<file path="src/hw/rtl/tcw_pkg.sv">
// Shared constants, request codes and the memory request type for the
// text console writer. No dependencies.
`default_nettype none

package tcw_pkg;

  localparam int COLS      = 80;
  localparam int ROWS      = 25;
  localparam int TAB_WIDTH = 8;
  localparam int CELLS     = COLS * ROWS;

  localparam int REQ_W  = 2;
  localparam int CHAR_W = 8;
  localparam int ATTR_W = 8;
  localparam int POS_W  = 11;
  localparam int CELL_W = CHAR_W + ATTR_W;

  localparam int ADDR_W  = $clog2(CELLS);
  localparam int COL_W   = $clog2(COLS);
  localparam int ROW_W   = $clog2(ROWS);
  localparam int QUO_MAX = ((1 << POS_W) - 1) / COLS;
  localparam int QUO_W   = $clog2(((QUO_MAX > ROWS) ? QUO_MAX : ROWS) + 1);
  localparam int SWEEP_W = $clog2(CELLS + COLS + 1);
  localparam int CNT_W   = $clog2(TAB_WIDTH + 1);

  localparam logic [REQ_W-1:0] REQ_PUT   = 2'd0;
  localparam logic [REQ_W-1:0] REQ_SET   = 2'd1;
  localparam logic [REQ_W-1:0] REQ_CLEAR = 2'd2;
  localparam logic [REQ_W-1:0] REQ_READ  = 2'd3;

  localparam logic [CHAR_W-1:0] SPACE_CHAR   = 8'h20;
  localparam logic [CHAR_W-1:0] TAB_CHAR     = 8'd9;
  localparam logic [CHAR_W-1:0] NEWLINE_CHAR = 8'd10;
  localparam logic [ATTR_W-1:0] RESET_ATTR   = 8'h0F;
  localparam logic [CELL_W-1:0] RESET_CELL   = {RESET_ATTR, SPACE_CHAR};

  // APB register map
  localparam int APB_AW  = 3;
  localparam int APB_DW  = 32;
  localparam int REG_IDX_W = APB_AW - 2;
  localparam logic [REG_IDX_W-1:0] REG_DEFAULT_COLOR = 1'b0;

  typedef struct packed {
    logic              we;
    logic [ADDR_W-1:0] waddr;
    logic [CELL_W-1:0] wdata;
    logic              re;
    logic [ADDR_W-1:0] raddr;
  } mem_req_t;

endpackage

`default_nettype wire

</file>
<file path="src/hw/rtl/tcw_regs.sv">
// APB configuration register block: holds the default attribute byte.
// Depends on tcw_pkg.
`default_nettype none

module tcw_regs (
  input  wire logic                         clk,
  input  wire logic                         rst,
  input  wire logic                         psel,
  input  wire logic                         penable,
  input  wire logic                         pwrite,
  input  wire logic [tcw_pkg::APB_AW-1:0]   paddr,
  input  wire logic [tcw_pkg::APB_DW-1:0]   pwdata,
  output logic      [tcw_pkg::APB_DW-1:0]   prdata,
  output logic                              pready,
  output logic      [tcw_pkg::ATTR_W-1:0]   default_color
);

  logic [tcw_pkg::REG_IDX_W-1:0] reg_idx;

  assign reg_idx = paddr[tcw_pkg::APB_AW-1:2];
  assign pready  = 1'b1;

  always_ff @(posedge clk) begin
    if (rst) begin
      default_color <= tcw_pkg::RESET_ATTR;
    end else if (psel && penable && pwrite && pready
                 && reg_idx == tcw_pkg::REG_DEFAULT_COLOR) begin
      default_color <= pwdata[tcw_pkg::ATTR_W-1:0];
    end
  end

  always_comb begin
    prdata = '0;
    if (reg_idx == tcw_pkg::REG_DEFAULT_COLOR) begin
      prdata = {{(tcw_pkg::APB_DW - tcw_pkg::ATTR_W){1'b0}}, default_color};
    end
  end

endmodule

`default_nettype wire

</file>
<file path="config.mk">
export PLATFORM = sky130hd
export DESIGN_NAME = tcw_regs
export DESIGN_NICKNAME = d
export VERILOG_FILES = /design/src/hw/rtl/tcw_pkg.sv /design/src/hw/rtl/tcw_regs.sv
export SDC_FILE = /design/constraint.sdc
export NUM_CORES = 1
export LEC_CHECK = 0
export BUFFER_PORTS_ARGS = -buffer_cell sky130_fd_sc_hd__buf_4
export CAP_MARGIN = 20
export CORE_MARGIN = 4
export CORE_UTILIZATION = 32
export CTS_BUF_LIST = sky130_fd_sc_hd__clkbuf_4
export CTS_CLUSTER_SIZE = 10
export DETAILED_ROUTE_END_ITERATION = 12
export HOLD_SLACK_MARGIN = 0.06
export PLACE_DENSITY = 0.9
export SYNTH_ARGS = -nofsm -noshare
export SYNTH_HDL_FRONTEND = slang
export SYNTH_SLANG_ARGS = --single-unit
</file>
<file path="constraint.sdc">
create_clock -name clk -period 1 [get_ports clk]
set_input_delay 0.1 -clock clk [delete_from_list [all_inputs] [get_ports clk]]
set_output_delay 0.1 -clock clk [all_outputs]
set_load 0.01 [all_outputs]
</file>
==> out/qor.csv <==
stage,metric,value,unit
clock_network,Root Driver,clkbuf_4,
detailed_routing,vias per inst,3.72,
global_routing,first-pass GRT wire length,1790,um
clock_network,Num CTS Buffers,3,
clock_network,CTS tree,yes,
critical_path,CP bufs+invs,1,
final_layout,proportion of layout cells with a drive suffix above 1,53.7,%
final_layout,Antenna diodes,0,
run_status,status,finished clean,
final_layout,area grow syn2layout,46.3,%
global_routing,vias in the first global route,427,
final_layout,nets@finish,150,
timing,RSZ-0062 raised after global routing,true,
global_routing,grt ovf,0,
critical_path,CP Max Fanout,2,
final_layout,max FFs per register,8,
timing,FMAX,1.02,GHz
timing,period utilization,97.7,%
yosys,yosys warns,0,
critical_path,CP cell instances,and2b_2 > buf_6,
yosys,Synth cell types,10,
floorplan,Die Height,51.7,um
detailed_routing,met3 WL post-DR,182,um
floorplan,Die ar.,2670,um2
final_layout,Largest regs,default_color x8,
critical_path,Worst path max stage delay,0.32,ns
floorplan,IO Pins,81,
detailed_routing,Routed Antenna Nets,0,
timing,final setup fails,0,
placement,port bufs,29,
yosys,synthesized instance count,70,
critical_path,crit path capture type,primary output,
clock_network,clock sink count,8,
hold_path,Hold/Removal Path Class,in -> reg,
clock_network,clk_lat worst skew,0.25,ns
placement,GPL Wtd Cong,0.683,
timing,WHS,0.105,ns
critical_path,Top delay family on crit path,flip-flops,
detailed_routing,top sig layer,met3,
detailed_routing,WL/cell,9.64,um
yosys,Seq cells post-synth,8,
clock_network,H-tree depth,1,
timing,Final Max Tran Viols,0,
timing,Clock Skew,0,ns
detailed_routing,final wirelength,1280,um
timing,final hold violations,0,
job,Max-Cap Viols,0,
floorplan,row cnt,15,
pwr,PD cells,874,nW/um2
critical_path,Slowest cell on crit path,dfxtp_2,
detailed_routing,vias,495,
pwr,part of the power in the clock network,32.2,%
clock_network,Clock Path Buffers,2,
timing,crit path time final,0.977,ns
detailed_routing,met2 wire len,675,um
floorplan,width of the die,51.7,um
yosys,Mean Syn Cell Area,8.72,um2
pwr,Leak Pwr,0.450,nW
global_routing,largest net degree at the start of global routing,17,
pwr,Reg power frac,42.3,%
critical_path,CP required,0.90,ns
global_routing,initial antenna violation count,0,
yosys,post-synthesis cell area,611,um2
final_layout,register with the most flip-flops,default_color,
detailed_routing,Residual DRC,0,
detailed_routing,first-pass iteration count of the detailed router,1,
pwr,combinational share of power,25.5,%
pwr,Switching Fraction,27.3,%
critical_path,Crit Path Class,reg -> out,
clock_network,clock-pin slew on the worst setup and hold paths,0.06,ns
floorplan,Starting Density,34.6,%
yosys,"Seq/Total Area, Yosys",26.2,%
critical_path,Crit path arrival time,0.88,ns
detailed_routing,met1 WL,425,um
detailed_routing,first-iteration detailed-routing DRC count,0,
floorplan,core area,1760,um2
timing,final setup TNS,0,ns
global_routing,GRT Total Usage,9.62,%
pwr,Worst VDD drop,475,uV
pwr,Power Internal,567,uW
pwr,switching pwr,213,uW
critical_path,CP Launch Type,flip-flop,
-- final cells by class --
| class | count | area, um2 |
|---|---|---|
| sequential | 8 | 170 |
| tap | 25 | 31.3 |
| timing repair buffer | 39 | 335 |
| clock buffer | 3 | 22.5 |
| fill | 166 | 871 |
| multi-input combinational | 58 | 334 |
-- worst min-delay path: cells and delay by family --
kind                   cells  cell delay, ns
and+or+nand+nor            1            0.03
buffers and inverters      1            0.08
muxes                      1            0.11
-- power groups by stage --
stage | registers (mW) | logic, mW | clock network [mW]
after global routing | 0.331 | 0.218 | 0.292
after CTS | 0.330 | 0.190 | 0.276
final | 0.330 | 0.199 | 0.251
after global placement | 0.337 | 0.175 | 0
after floorplan | 0.341 | 0.165 | 0
after detailed placement | 0.338 | 0.177 | 0
-- final timing paths --
kind / to / cells past startpoint / slack (ns) / startpoint
setup / recovery: prdata[4] / 2 / 0.02 / default_color[4]$_SDFFE_PP0P_
hold / removal: default_color[1]$_SDFFE_PP1P_ / 3 / 0.11 / pwdata[1]
setup reg to reg: default_color[3]$_SDFFE_PP1P_ / 3 / 0.28 / default_color[3]$_SDFFE_PP1P_
hold reg to reg: default_color[2]$_SDFFE_PP1P_ / 3 / 0.59 / default_color[2]$_SDFFE_PP1P_
-- routing by layer --
| metal | vias to the layer above | global-route usage (%) |
|---|---|---|
| met4 | 0 | 6.55 |
| met5 | - | 0 |
| li1 | 246 | - |
| met3 | 0 | 3.15 |
| met2 | 35 | 16.7 |
| met1 | 214 | 9.62 |
-- synthesized netlist by cell type --
cell type   n  area [um2]
nor2_1      8        30.0
and2b_2     8        70.1
conb_1      2        7.51
buf_6       1        11.3
nand2b_1    8        50.1
clkbuf_1    1        3.75
buf_4      25         188
mux2i_1     8        80.1
dfxtp_1     8         160
and4b_1     1        10.0
-- layout by cell type (no fill, tap or decap) --
master,count
buf_6,8
nand2b_1,8
mux2i_1,8
clkbuf_4,3
buf_4,30
nor2_1,8
buf_12,1
conb_1,25
dfxtp_2,8
and4b_1,1
and2b_2,8
-- stage by stage --
step           setup WS (ns)  total power, mW  utilization (%)  area [um2]  cells
3_5_place_dp          0.0992            0.515             43.7         771    122
3_3_place_gp           0.122            0.513             43.7         771    122
5_1_grt              -0.0107            0.840             50.6         893    133
4_1_cts              0.00235            0.796             49.1         867    133
2_1_floorplan          0.291            0.506                -         697     93
6_report              0.0230            0.781             50.6         893    133
-- logic make-up after synthesis --
logic type / synth area share (%)
multiplexers: 13.1
flip-flops: 26.2
buffers and inverters: 33.2
AND/OR/NAND/NOR: 26.2
other: 1.23
-- timing repair --
action                                  CTS  global route
hold buffers                              0             0
gates resized for setup                   9             7
endpoints found under the setup margin    8             8
setup buffers                             8             0
No activity file was read; power rests on OpenSTA's default activity.
