===== src/hw/rtl/tcw_pkg.sv =====
// Shared constants, request codes and the memory request type for the
// text console writer. No dependencies.
`default_nettype none

package tcw_pkg;

  localparam int COLS      = 80;
  localparam int ROWS      = 25;
  localparam int TAB_WIDTH = 8;
  localparam int CELLS     = COLS * ROWS;

  localparam int REQ_W  = 2;
  localparam int CHAR_W = 8;
  localparam int ATTR_W = 8;
  localparam int POS_W  = 11;
  localparam int CELL_W = CHAR_W + ATTR_W;

  localparam int ADDR_W  = $clog2(CELLS);
  localparam int COL_W   = $clog2(COLS);
  localparam int ROW_W   = $clog2(ROWS);
  localparam int QUO_MAX = ((1 << POS_W) - 1) / COLS;
  localparam int QUO_W   = $clog2(((QUO_MAX > ROWS) ? QUO_MAX : ROWS) + 1);
  localparam int SWEEP_W = $clog2(CELLS + COLS + 1);
  localparam int CNT_W   = $clog2(TAB_WIDTH + 1);

  localparam logic [REQ_W-1:0] REQ_PUT   = 2'd0;
  localparam logic [REQ_W-1:0] REQ_SET   = 2'd1;
  localparam logic [REQ_W-1:0] REQ_CLEAR = 2'd2;
  localparam logic [REQ_W-1:0] REQ_READ  = 2'd3;

  localparam logic [CHAR_W-1:0] SPACE_CHAR   = 8'h20;
  localparam logic [CHAR_W-1:0] TAB_CHAR     = 8'd9;
  localparam logic [CHAR_W-1:0] NEWLINE_CHAR = 8'd10;
  localparam logic [ATTR_W-1:0] RESET_ATTR   = 8'h0F;
  localparam logic [CELL_W-1:0] RESET_CELL   = {RESET_ATTR, SPACE_CHAR};

  // APB register map
  localparam int APB_AW  = 3;
  localparam int APB_DW  = 32;
  localparam int REG_IDX_W = APB_AW - 2;
  localparam logic [REG_IDX_W-1:0] REG_DEFAULT_COLOR = 1'b0;

  typedef struct packed {
    logic              we;
    logic [ADDR_W-1:0] waddr;
    logic [CELL_W-1:0] wdata;
    logic              re;
    logic [ADDR_W-1:0] raddr;
  } mem_req_t;

endpackage

`default_nettype wire


===== src/hw/rtl/tcw_if.sv =====
// Request and response channel interfaces of the text console writer.
// Depends on tcw_pkg.
`default_nettype none

interface tcw_req_if;
  logic                         valid;
  logic                         ready;
  logic [tcw_pkg::REQ_W-1:0]    req_type;
  logic [tcw_pkg::CHAR_W-1:0]   char_code;
  logic [tcw_pkg::ATTR_W-1:0]   color;
  logic                         use_default_color;
  logic [tcw_pkg::POS_W-1:0]    position;

  modport source (output valid, req_type, char_code, color, use_default_color, position,
                  input ready);
  modport sink (input valid, req_type, char_code, color, use_default_color, position,
                output ready);
endinterface

interface tcw_rsp_if;
  logic                         valid;
  logic                         ready;
  logic [tcw_pkg::POS_W-1:0]    cursor_pos;
  logic [tcw_pkg::CHAR_W-1:0]   cell_char;
  logic [tcw_pkg::ATTR_W-1:0]   cell_attr;

  modport source (output valid, cursor_pos, cell_char, cell_attr, input ready);
  modport sink (input valid, cursor_pos, cell_char, cell_attr, output ready);
endinterface

`default_nettype wire


===== src/hw/rtl/tcw_ctrl.sv =====
// Console sequencer: cursor registers, request decode, put/tab/newline,
// scroll and clear sweeps over the screen memory, cell reads, result register.
// Depends on tcw_pkg and tcw_if.
`default_nettype none

module tcw_ctrl (
  input  wire logic                        clk,
  input  wire logic                        rst,
  tcw_req_if.sink                          req,
  tcw_rsp_if.source                        rsp,
  input  wire logic [tcw_pkg::ATTR_W-1:0]  default_color,
  output tcw_pkg::mem_req_t                mem,
  input  wire logic [tcw_pkg::CELL_W-1:0]  rd_data
);

  localparam logic [3:0] S_INIT   = 4'd0;
  localparam logic [3:0] S_IDLE   = 4'd1;
  localparam logic [3:0] S_DIV    = 4'd2;
  localparam logic [3:0] S_PUT    = 4'd3;
  localparam logic [3:0] S_SCROLL = 4'd4;
  localparam logic [3:0] S_CLEAR  = 4'd5;
  localparam logic [3:0] S_RD     = 4'd6;
  localparam logic [3:0] S_RDCAP  = 4'd7;
  localparam logic [3:0] S_RESP   = 4'd8;

  logic [3:0]                    state;
  logic [tcw_pkg::ROW_W-1:0]     row;
  logic [tcw_pkg::COL_W-1:0]     col;
  logic [tcw_pkg::SWEEP_W-1:0]   sweep;
  logic [tcw_pkg::CNT_W-1:0]     cnt;
  logic [tcw_pkg::POS_W-1:0]     rem;
  logic [tcw_pkg::QUO_W-1:0]     quo;
  logic [tcw_pkg::CHAR_W-1:0]    put_char;
  logic [tcw_pkg::ATTR_W-1:0]    put_attr;
  logic [tcw_pkg::ADDR_W-1:0]    rd_addr;
  logic [tcw_pkg::CHAR_W-1:0]    rd_char;
  logic [tcw_pkg::ATTR_W-1:0]    rd_attr;
  logic                          p_valid;
  logic                          p_fill;
  logic                          p_clear;
  logic [tcw_pkg::ADDR_W-1:0]    p_addr;
  logic                          out_valid;
  logic [tcw_pkg::POS_W-1:0]     out_pos;
  logic [tcw_pkg::CHAR_W-1:0]    out_char;
  logic [tcw_pkg::ATTR_W-1:0]    out_attr;
  logic [tcw_pkg::ADDR_W-1:0]    cur_addr;
  logic [tcw_pkg::CELL_W-1:0]    blank_cell;
  logic                          last_row;
  logic                          last_col;

  assign cur_addr   = tcw_pkg::ADDR_W'(row * tcw_pkg::COLS + col);
  assign blank_cell = {default_color, tcw_pkg::SPACE_CHAR};
  assign last_row   = (row == tcw_pkg::ROW_W'(tcw_pkg::ROWS - 1));
  assign last_col   = (col == tcw_pkg::COL_W'(tcw_pkg::COLS - 1));

  assign req.ready      = (state == S_IDLE);
  assign rsp.valid      = out_valid;
  assign rsp.cursor_pos = out_pos;
  assign rsp.cell_char  = out_char;
  assign rsp.cell_attr  = out_attr;

  // Memory port: each copy or clear write follows its read in the next cycle
  always_comb begin
    mem = '0;
    if (p_valid) begin
      mem.we    = 1'b1;
      mem.waddr = p_addr;
      if (p_fill) begin
        mem.wdata = blank_cell;
      end else if (p_clear) begin
        mem.wdata = {rd_data[tcw_pkg::CELL_W-1:tcw_pkg::CHAR_W], tcw_pkg::SPACE_CHAR};
      end else begin
        mem.wdata = rd_data;
      end
    end
    case (state)
      S_INIT: begin
        mem.we    = 1'b1;
        mem.waddr = sweep[tcw_pkg::ADDR_W-1:0];
        mem.wdata = tcw_pkg::RESET_CELL;
      end
      S_PUT: begin
        mem.we    = 1'b1;
        mem.waddr = cur_addr;
        mem.wdata = {put_attr, put_char};
      end
      S_SCROLL, S_CLEAR: begin
        if (sweep < tcw_pkg::CELLS) begin
          mem.re    = 1'b1;
          mem.raddr = sweep[tcw_pkg::ADDR_W-1:0];
        end
      end
      S_RD: begin
        mem.re    = 1'b1;
        mem.raddr = rd_addr;
      end
      default: begin
      end
    endcase
  end

  always_ff @(posedge clk) begin
    if (rst) begin
      state     <= S_INIT;
      sweep     <= '0;
      row       <= '0;
      col       <= '0;
      cnt       <= '0;
      p_valid   <= 1'b0;
      out_valid <= 1'b0;
    end else begin
      // Drop the result once taken; the result state reloads it
      if (rsp.ready && state != S_RESP) begin
        out_valid <= 1'b0;
      end
      case (state)
        S_INIT: begin
          sweep <= sweep + 1'b1;
          if (sweep == tcw_pkg::SWEEP_W'(tcw_pkg::CELLS - 1)) begin
            state <= S_IDLE;
          end
        end
        S_IDLE: begin
          if (req.valid) begin
            rd_char <= '0;
            rd_attr <= '0;
            rd_addr <= tcw_pkg::ADDR_W'(req.position);
            case (req.req_type)
              tcw_pkg::REQ_PUT: begin
                if (req.char_code == tcw_pkg::TAB_CHAR) begin
                  put_char <= tcw_pkg::SPACE_CHAR;
                  put_attr <= default_color;
                  cnt      <= tcw_pkg::CNT_W'(tcw_pkg::TAB_WIDTH - (col % tcw_pkg::TAB_WIDTH));
                  state    <= S_PUT;
                end else if (req.char_code == tcw_pkg::NEWLINE_CHAR) begin
                  col <= '0;
                  cnt <= '0;
                  if (last_row) begin
                    sweep <= tcw_pkg::SWEEP_W'(tcw_pkg::COLS);
                    state <= S_SCROLL;
                  end else begin
                    row   <= row + 1'b1;
                    state <= S_RESP;
                  end
                end else begin
                  put_char <= req.char_code;
                  put_attr <= req.use_default_color ? default_color : req.color;
                  cnt      <= tcw_pkg::CNT_W'(1);
                  state    <= S_PUT;
                end
              end
              tcw_pkg::REQ_SET: begin
                rem   <= req.position;
                quo   <= '0;
                cnt   <= '0;
                state <= S_DIV;
              end
              tcw_pkg::REQ_CLEAR: begin
                row   <= '0;
                col   <= '0;
                sweep <= '0;
                state <= S_CLEAR;
              end
              default: begin
                if (req.position < tcw_pkg::CELLS) begin
                  state <= S_RD;
                end else begin
                  state <= S_RESP;
                end
              end
            endcase
          end
        end
        // Split position into row and column, one row per cycle
        S_DIV: begin
          if (rem >= tcw_pkg::COLS) begin
            rem <= rem - tcw_pkg::POS_W'(tcw_pkg::COLS);
            quo <= quo + 1'b1;
          end else begin
            col <= tcw_pkg::COL_W'(rem);
            if (quo >= tcw_pkg::ROWS) begin
              row   <= tcw_pkg::ROW_W'(tcw_pkg::ROWS - 1);
              sweep <= tcw_pkg::SWEEP_W'(tcw_pkg::COLS);
              state <= S_SCROLL;
            end else begin
              row   <= tcw_pkg::ROW_W'(quo);
              state <= S_RESP;
            end
          end
        end
        S_PUT: begin
          cnt <= cnt - 1'b1;
          if (last_col) begin
            col <= '0;
            if (last_row) begin
              sweep <= tcw_pkg::SWEEP_W'(tcw_pkg::COLS);
              state <= S_SCROLL;
            end else begin
              row <= row + 1'b1;
              if (cnt == tcw_pkg::CNT_W'(1)) begin
                state <= S_RESP;
              end
            end
          end else begin
            col <= col + 1'b1;
            if (cnt == tcw_pkg::CNT_W'(1)) begin
              state <= S_RESP;
            end
          end
        end
        // Copy each row up one, then fill the bottom row with blanks
        S_SCROLL: begin
          if (sweep == tcw_pkg::SWEEP_W'(tcw_pkg::CELLS + tcw_pkg::COLS)) begin
            p_valid <= 1'b0;
            state   <= (cnt != '0) ? S_PUT : S_RESP;
          end else begin
            p_valid <= 1'b1;
            p_addr  <= tcw_pkg::ADDR_W'(sweep - tcw_pkg::SWEEP_W'(tcw_pkg::COLS));
            p_fill  <= (sweep >= tcw_pkg::CELLS);
            p_clear <= 1'b0;
            sweep   <= sweep + 1'b1;
          end
        end
        // Rewrite every character as a space, keep attributes
        S_CLEAR: begin
          if (sweep == tcw_pkg::SWEEP_W'(tcw_pkg::CELLS)) begin
            p_valid <= 1'b0;
            state   <= S_RESP;
          end else begin
            p_valid <= 1'b1;
            p_addr  <= sweep[tcw_pkg::ADDR_W-1:0];
            p_fill  <= 1'b0;
            p_clear <= 1'b1;
            sweep   <= sweep + 1'b1;
          end
        end
        S_RD: begin
          state <= S_RDCAP;
        end
        S_RDCAP: begin
          rd_char <= rd_data[tcw_pkg::CHAR_W-1:0];
          rd_attr <= rd_data[tcw_pkg::CELL_W-1:tcw_pkg::CHAR_W];
          state   <= S_RESP;
        end
        S_RESP: begin
          // Hold until the result register is free
          if (!out_valid || rsp.ready) begin
            out_valid <= 1'b1;
            out_pos   <= tcw_pkg::POS_W'(row * tcw_pkg::COLS + col);
            out_char  <= rd_char;
            out_attr  <= rd_attr;
            state     <= S_IDLE;
          end
        end
        default: begin
          state <= S_IDLE;
        end
      endcase
    end
  end

`ifndef SYNTHESIS
  a_cursor_range: assert property (@(posedge clk) disable iff (rst)
    (row < tcw_pkg::ROWS) && (col < tcw_pkg::COLS))
    else $error("cursor outside screen");

  a_no_rw_overlap: assert property (@(posedge clk) disable iff (rst)
    (mem.we && mem.re) |-> (mem.waddr != mem.raddr))
    else $error("read and write of the same cell in one cycle");

  a_put_count: assert property (@(posedge clk) disable iff (rst)
    (state == S_PUT) |-> (cnt != '0))
    else $error("put with no cells left");

  a_scroll_sweep: assert property (@(posedge clk) disable iff (rst)
    (state == S_SCROLL) |-> ((sweep >= tcw_pkg::COLS)
                             && (sweep <= tcw_pkg::CELLS + tcw_pkg::COLS)))
    else $error("scroll sweep index out of range");

  a_sweep_write_range: assert property (@(posedge clk) disable iff (rst)
    mem.we |-> (mem.waddr < tcw_pkg::CELLS))
    else $error("screen write beyond last cell");
`endif

endmodule

`default_nettype wire


===== src/flat_wrapper.sv =====
// flat-port wrapper written by rule: the top's interface ports become plain ports
module tcw_ctrl_flat 
  (clk, rst, default_color, mem, rd_data, req_valid, req_req_type, req_char_code, req_color, req_use_default_color, req_position, req_ready, rsp_valid, rsp_cursor_pos, rsp_cell_char, rsp_cell_attr, rsp_ready);
  tcw_req_if req_i ();
  tcw_rsp_if rsp_i ();
  input  wire logic clk;
  input  wire logic rst;
  input  wire logic [tcw_pkg::ATTR_W-1:0] default_color;
  output tcw_pkg::mem_req_t mem;
  input  wire logic [tcw_pkg::CELL_W-1:0] rd_data;
  input wire logic [$bits(req_i.valid)-1:0] req_valid;
  input wire logic [$bits(req_i.req_type)-1:0] req_req_type;
  input wire logic [$bits(req_i.char_code)-1:0] req_char_code;
  input wire logic [$bits(req_i.color)-1:0] req_color;
  input wire logic [$bits(req_i.use_default_color)-1:0] req_use_default_color;
  input wire logic [$bits(req_i.position)-1:0] req_position;
  output wire logic [$bits(req_i.ready)-1:0] req_ready;
  output wire logic [$bits(rsp_i.valid)-1:0] rsp_valid;
  output wire logic [$bits(rsp_i.cursor_pos)-1:0] rsp_cursor_pos;
  output wire logic [$bits(rsp_i.cell_char)-1:0] rsp_cell_char;
  output wire logic [$bits(rsp_i.cell_attr)-1:0] rsp_cell_attr;
  input wire logic [$bits(rsp_i.ready)-1:0] rsp_ready;
  assign req_i.valid = req_valid;
  assign req_i.req_type = req_req_type;
  assign req_i.char_code = req_char_code;
  assign req_i.color = req_color;
  assign req_i.use_default_color = req_use_default_color;
  assign req_i.position = req_position;
  assign req_ready = req_i.ready;
  assign rsp_valid = rsp_i.valid;
  assign rsp_cursor_pos = rsp_i.cursor_pos;
  assign rsp_cell_char = rsp_i.cell_char;
  assign rsp_cell_attr = rsp_i.cell_attr;
  assign rsp_i.ready = rsp_ready;
  tcw_ctrl u_core (.clk(clk), .rst(rst), .req(req_i), .rsp(rsp_i), .default_color(default_color), .mem(mem), .rd_data(rd_data));
endmodule

===== config.mk =====
export PLATFORM = sky130hd
export DESIGN_NAME = tcw_ctrl_flat
export DESIGN_NICKNAME = d
export VERILOG_FILES = /design/src/hw/rtl/tcw_pkg.sv /design/src/hw/rtl/tcw_if.sv /design/src/hw/rtl/tcw_ctrl.sv /design/src/flat_wrapper.sv
export SDC_FILE = /design/constraint.sdc
export NUM_CORES = 1
export LEC_CHECK = 0
export BUFFER_PORTS_ARGS = -buffer_cell sky130_fd_sc_hd__buf_2
export CAP_MARGIN = 20
export CORE_MARGIN = 2
export CORE_UTILIZATION = 61
export DETAILED_ROUTE_END_ITERATION = 6
export PLACE_DENSITY = 0.95
export SETUP_SLACK_MARGIN = 0.02
export SLEW_MARGIN = 20
export SYNTH_ARGS = -nofsm -noshare
export SYNTH_HDL_FRONTEND = slang
export SYNTH_SLANG_ARGS = --single-unit

===== constraint.sdc =====
create_clock -name clk -period 9.6 [get_ports clk]
set_input_delay 0.48 -clock clk [delete_from_list [all_inputs] [get_ports clk]]
set_output_delay 0.48 -clock clk [all_outputs]
set_load 0.01 [all_outputs]

==> flow_summary.toml <==
[final_layout]
area_growth_pct = 17.0
drive_above_1_share_pct = 24.5
final_nets = 896
fillers = 797
antennaDiodeCount = 0
multi_input_area_sq_um = 3370
regArea_sq_um = 3650

[placement]
gp_congestion = 0.969
io_buffers = 126
dp_hpwl_mm = 14.1

[floorplanning]
die_h_um = 114
core_area_sq_um = 11900
io_pins = 127
initial_core_util_pct = 62.0
die_w_um = 114
num_rows = 40
die_area_sq_um = 12900

[logic_synthesis]
synth_seq_cells = 133
synthArstFlopShare_pct = 0
yosysTopAreaCell = "edfxtp_1"
ys.warnings.count = 0
syn_inst = 707
synth_area_sq_um = 7350
syn_area_per_cell_sq_um = 10.4
synth_top_cell_area_share_pct = 40.4
synth_edf_count = 99
ys.flop_type = "edfxtp_1"
yosysMostFrequentCell = "edfxtp_1"
ys_types = 80
ys_top_cells_by_area = "edfxtp_1, dfxtp_1, ha_1"
synthTopCellsByCount = "edfxtp_1, nor2_1, nand2_1, a21oi_1"
syn_nets = 794
ys_seq_area_share_pct = 49.7

[timing]
finalSetupViolCount = 0
rsz0062_at_grt = "false"
period_needed_ns = 3.99
finClkSkew_ns = 0.00645
max_freq_ghz = 0.251
worst_pin_slew_ns = 1.13
max_slew_margin_pct = 23.8
setup_tns_ns = 0
whs_ns = 0.246
slew_violations = 0
hold_violations = 0
min_period_over_period_pct = 41.6

[grt]
track_usage_pct = 32.2
grt_pass1_wl_mm = 31.7
grt_pass1_vias = 6019
grt_max_degree = 37
grt-ovfl-total = 0
antenna_found_initial = 0

[detailed_routing]
vias = 6329
postRouteAntennaNets = 0
first_pass_iters = 6
wirelength_mm = 20.7
viasPerCell = 6.53
avgRoutedWirePerCell_um = 21.4
drtIter0Drc = 1022
drc = 0

[pwr]
p_leak_nw = 3.36
powerDensity_nw_per_um2 = 185
peakVddDrop_mv = 0.0945

[cts]
cts_sinks = 133
clkTransAtPathRegs_ns = 0.06
cts_buffers = 17
cts_htree_levels = 4
post_cts_buffers = 0
cts_tree = "built"
clk_latency_ns = 0.42
clock_path_buffers = 2
ctsResizeCount = 0
root_buffer = "clkbuf_16"
cts_hold_buf = 0

[critical_path]
cp.required_ns = 9.12
arrival_ns = 3.51
regToRegStartpoint = "u_core.rem[4]$_DFFE_PP_"
path_class = "reg -> out"
r2r_cells = 6
start_kind = "flop"
crit_path_end_kind = "primary output"
r2r_setup_slack_ns = 6.60
cp_max_fo = 23
r2r-end = "u_core.sweep[2]$_SDFFE_PP0P_"

[hold_path]
worstHoldStart = "req_position[3]"
min_path_cells = 1
hold_class = "in -> reg"
hold-path-endpoint = "u_core.rd_addr[3]$_DFFE_PP_"

[run]
cap_violations = 0

[outcome]
status = "finished clean"
[cells in the final DEF (no fill, tap or decap), types with 5 or more instances in the layout]
cell type and instances:
mux2_2 12, edfxtp_1 99, inv_6 5, nor3b_1 10
a22o_1 19, o21ai_1 9, a31oi_1 6, nor2b_1 7
nor3_1 14, and3_1 8, nand3_1 17, a222oi_1 6
a211oi_1 8, buf_4 7, a21oi_1 41, dfxtp_1 34
buf_2 126, ha_1 27, nand4_1 5, xor2_1 13
xnor2_1 12, or3_1 7, mux2i_1 7, o21ai_0 33
and2_1 23, nand2_1 43, a221oi_1 5, nor4_1 7
clkbuf_16 17, inv_1 32, nor2_1 56, nand2b_1 9
[area by class of cell]
class / instances / area share, %
clock inverters: 15 / 1.79
repair buffers: 133 / 7.94
multi-input cells: 489 / 39.2
clock buffers: 17 / 4.95
inverters: 35 / 1.53
well taps: 147 / 2.14
flip-flops and latches: 133 / 42.5
[metrics by stage]
step / cells / setup slack [ns] / total power (W) / instance area (sq um) / util (%)
2_1_floorplan: 707 / 5.92 / 0.000862 / 7350 / -
3_3_place_gp: 937 / 6.58 / 0.000942 / 8020 / 67.6
3_5_place_dp: 937 / 6.35 / 0.000949 / 8020 / 67.6
4_1_cts: 969 / 5.70 / 0.00158 / 8600 / 72.5
5_1_grt: 969 / 5.47 / 0.00164 / 8600 / 72.5
6_report: 969 / 5.61 / 0.00159 / 8600 / 72.5
[critical path, stage by stage (launching register included)]
cell and delay [ns]:
dfxtp_1 0.77, nand2b_1 0.26, or2_2 0.46, nand3_1 0.30
nor3_1 0.83, a22o_1 0.30, buf_2 0.15
[flip-flops by register name, summed over array words and instances (netlist names)]
name and flops:
u_core.rsp.valid 1, u_core.col 7, u_core.rsp.cursor_pos 11, u_core.put_attr 8, u_core.p_addr 11, u_core.quo 5
u_core.row 5, u_core.put_char 8, u_core.rsp.cell_char 8, u_core.rem 11, u_core.p_clear 1, u_core.p_valid 1
u_core.cnt 4, u_core.rd_attr 8, u_core.p_fill 1, u_core.state 4, u_core.rd_char 8, u_core.sweep 12
u_core.rd_addr 11, u_core.rsp.cell_attr 8
[worst max-delay path by stage]
stage                     slack [ns]                          from                      endpoint  cells past startpoint
final                           5.61  u_core.state[3]$_SDFFE_PP0P_                       mem[16]                      6
after global routing            5.47  u_core.state[3]$_SDFFE_PP0P_                       mem[16]                      6
after CTS                       5.70  u_core.state[3]$_SDFFE_PP0P_                       mem[16]                      6
after detailed placement        6.35  u_core.state[3]$_SDFFE_PP0P_                       mem[13]                      6
after global placement          6.58  u_core.state[3]$_SDFFE_PP0P_                       mem[18]                      6
after floorplan                 5.92  u_core.state[0]$_SDFFE_PP0P_  u_core.put_attr[0]$_DFFE_PP_                      6
[routing by layer]
layer  wire length (um)  track usage [%]  up-vias
li1                   -                -     2829
met1               7850             41.2     2933
met2               9710             51.3      482
met3               2290             8.55       85
met4                848             15.7        0
met5                  0                0        -
[power by group]
part	switching, W	total, W	internal (W)
combinational	0.000152	0.000256	0.000104
clock	0.000255	0.000638	0.000383
sequential	0.0000475	0.000694	0.000646
total	0.000454	0.00159	0.00113
[cell families after synthesis]
| group | share of synthesized area, % |
|---|---|
| AOI/OAI and AO/OA | 15.5 |
| xor gates and xnor gates | 2.98 |
| adders and majority gates | 5.14 |
| buffers and inverters | 5.04 |
| DFF | 49.7 |
| muxes | 2.79 |
| and+or+nand+nor | 18.8 |
Note: power is estimated with default switching activity, not from simulation.
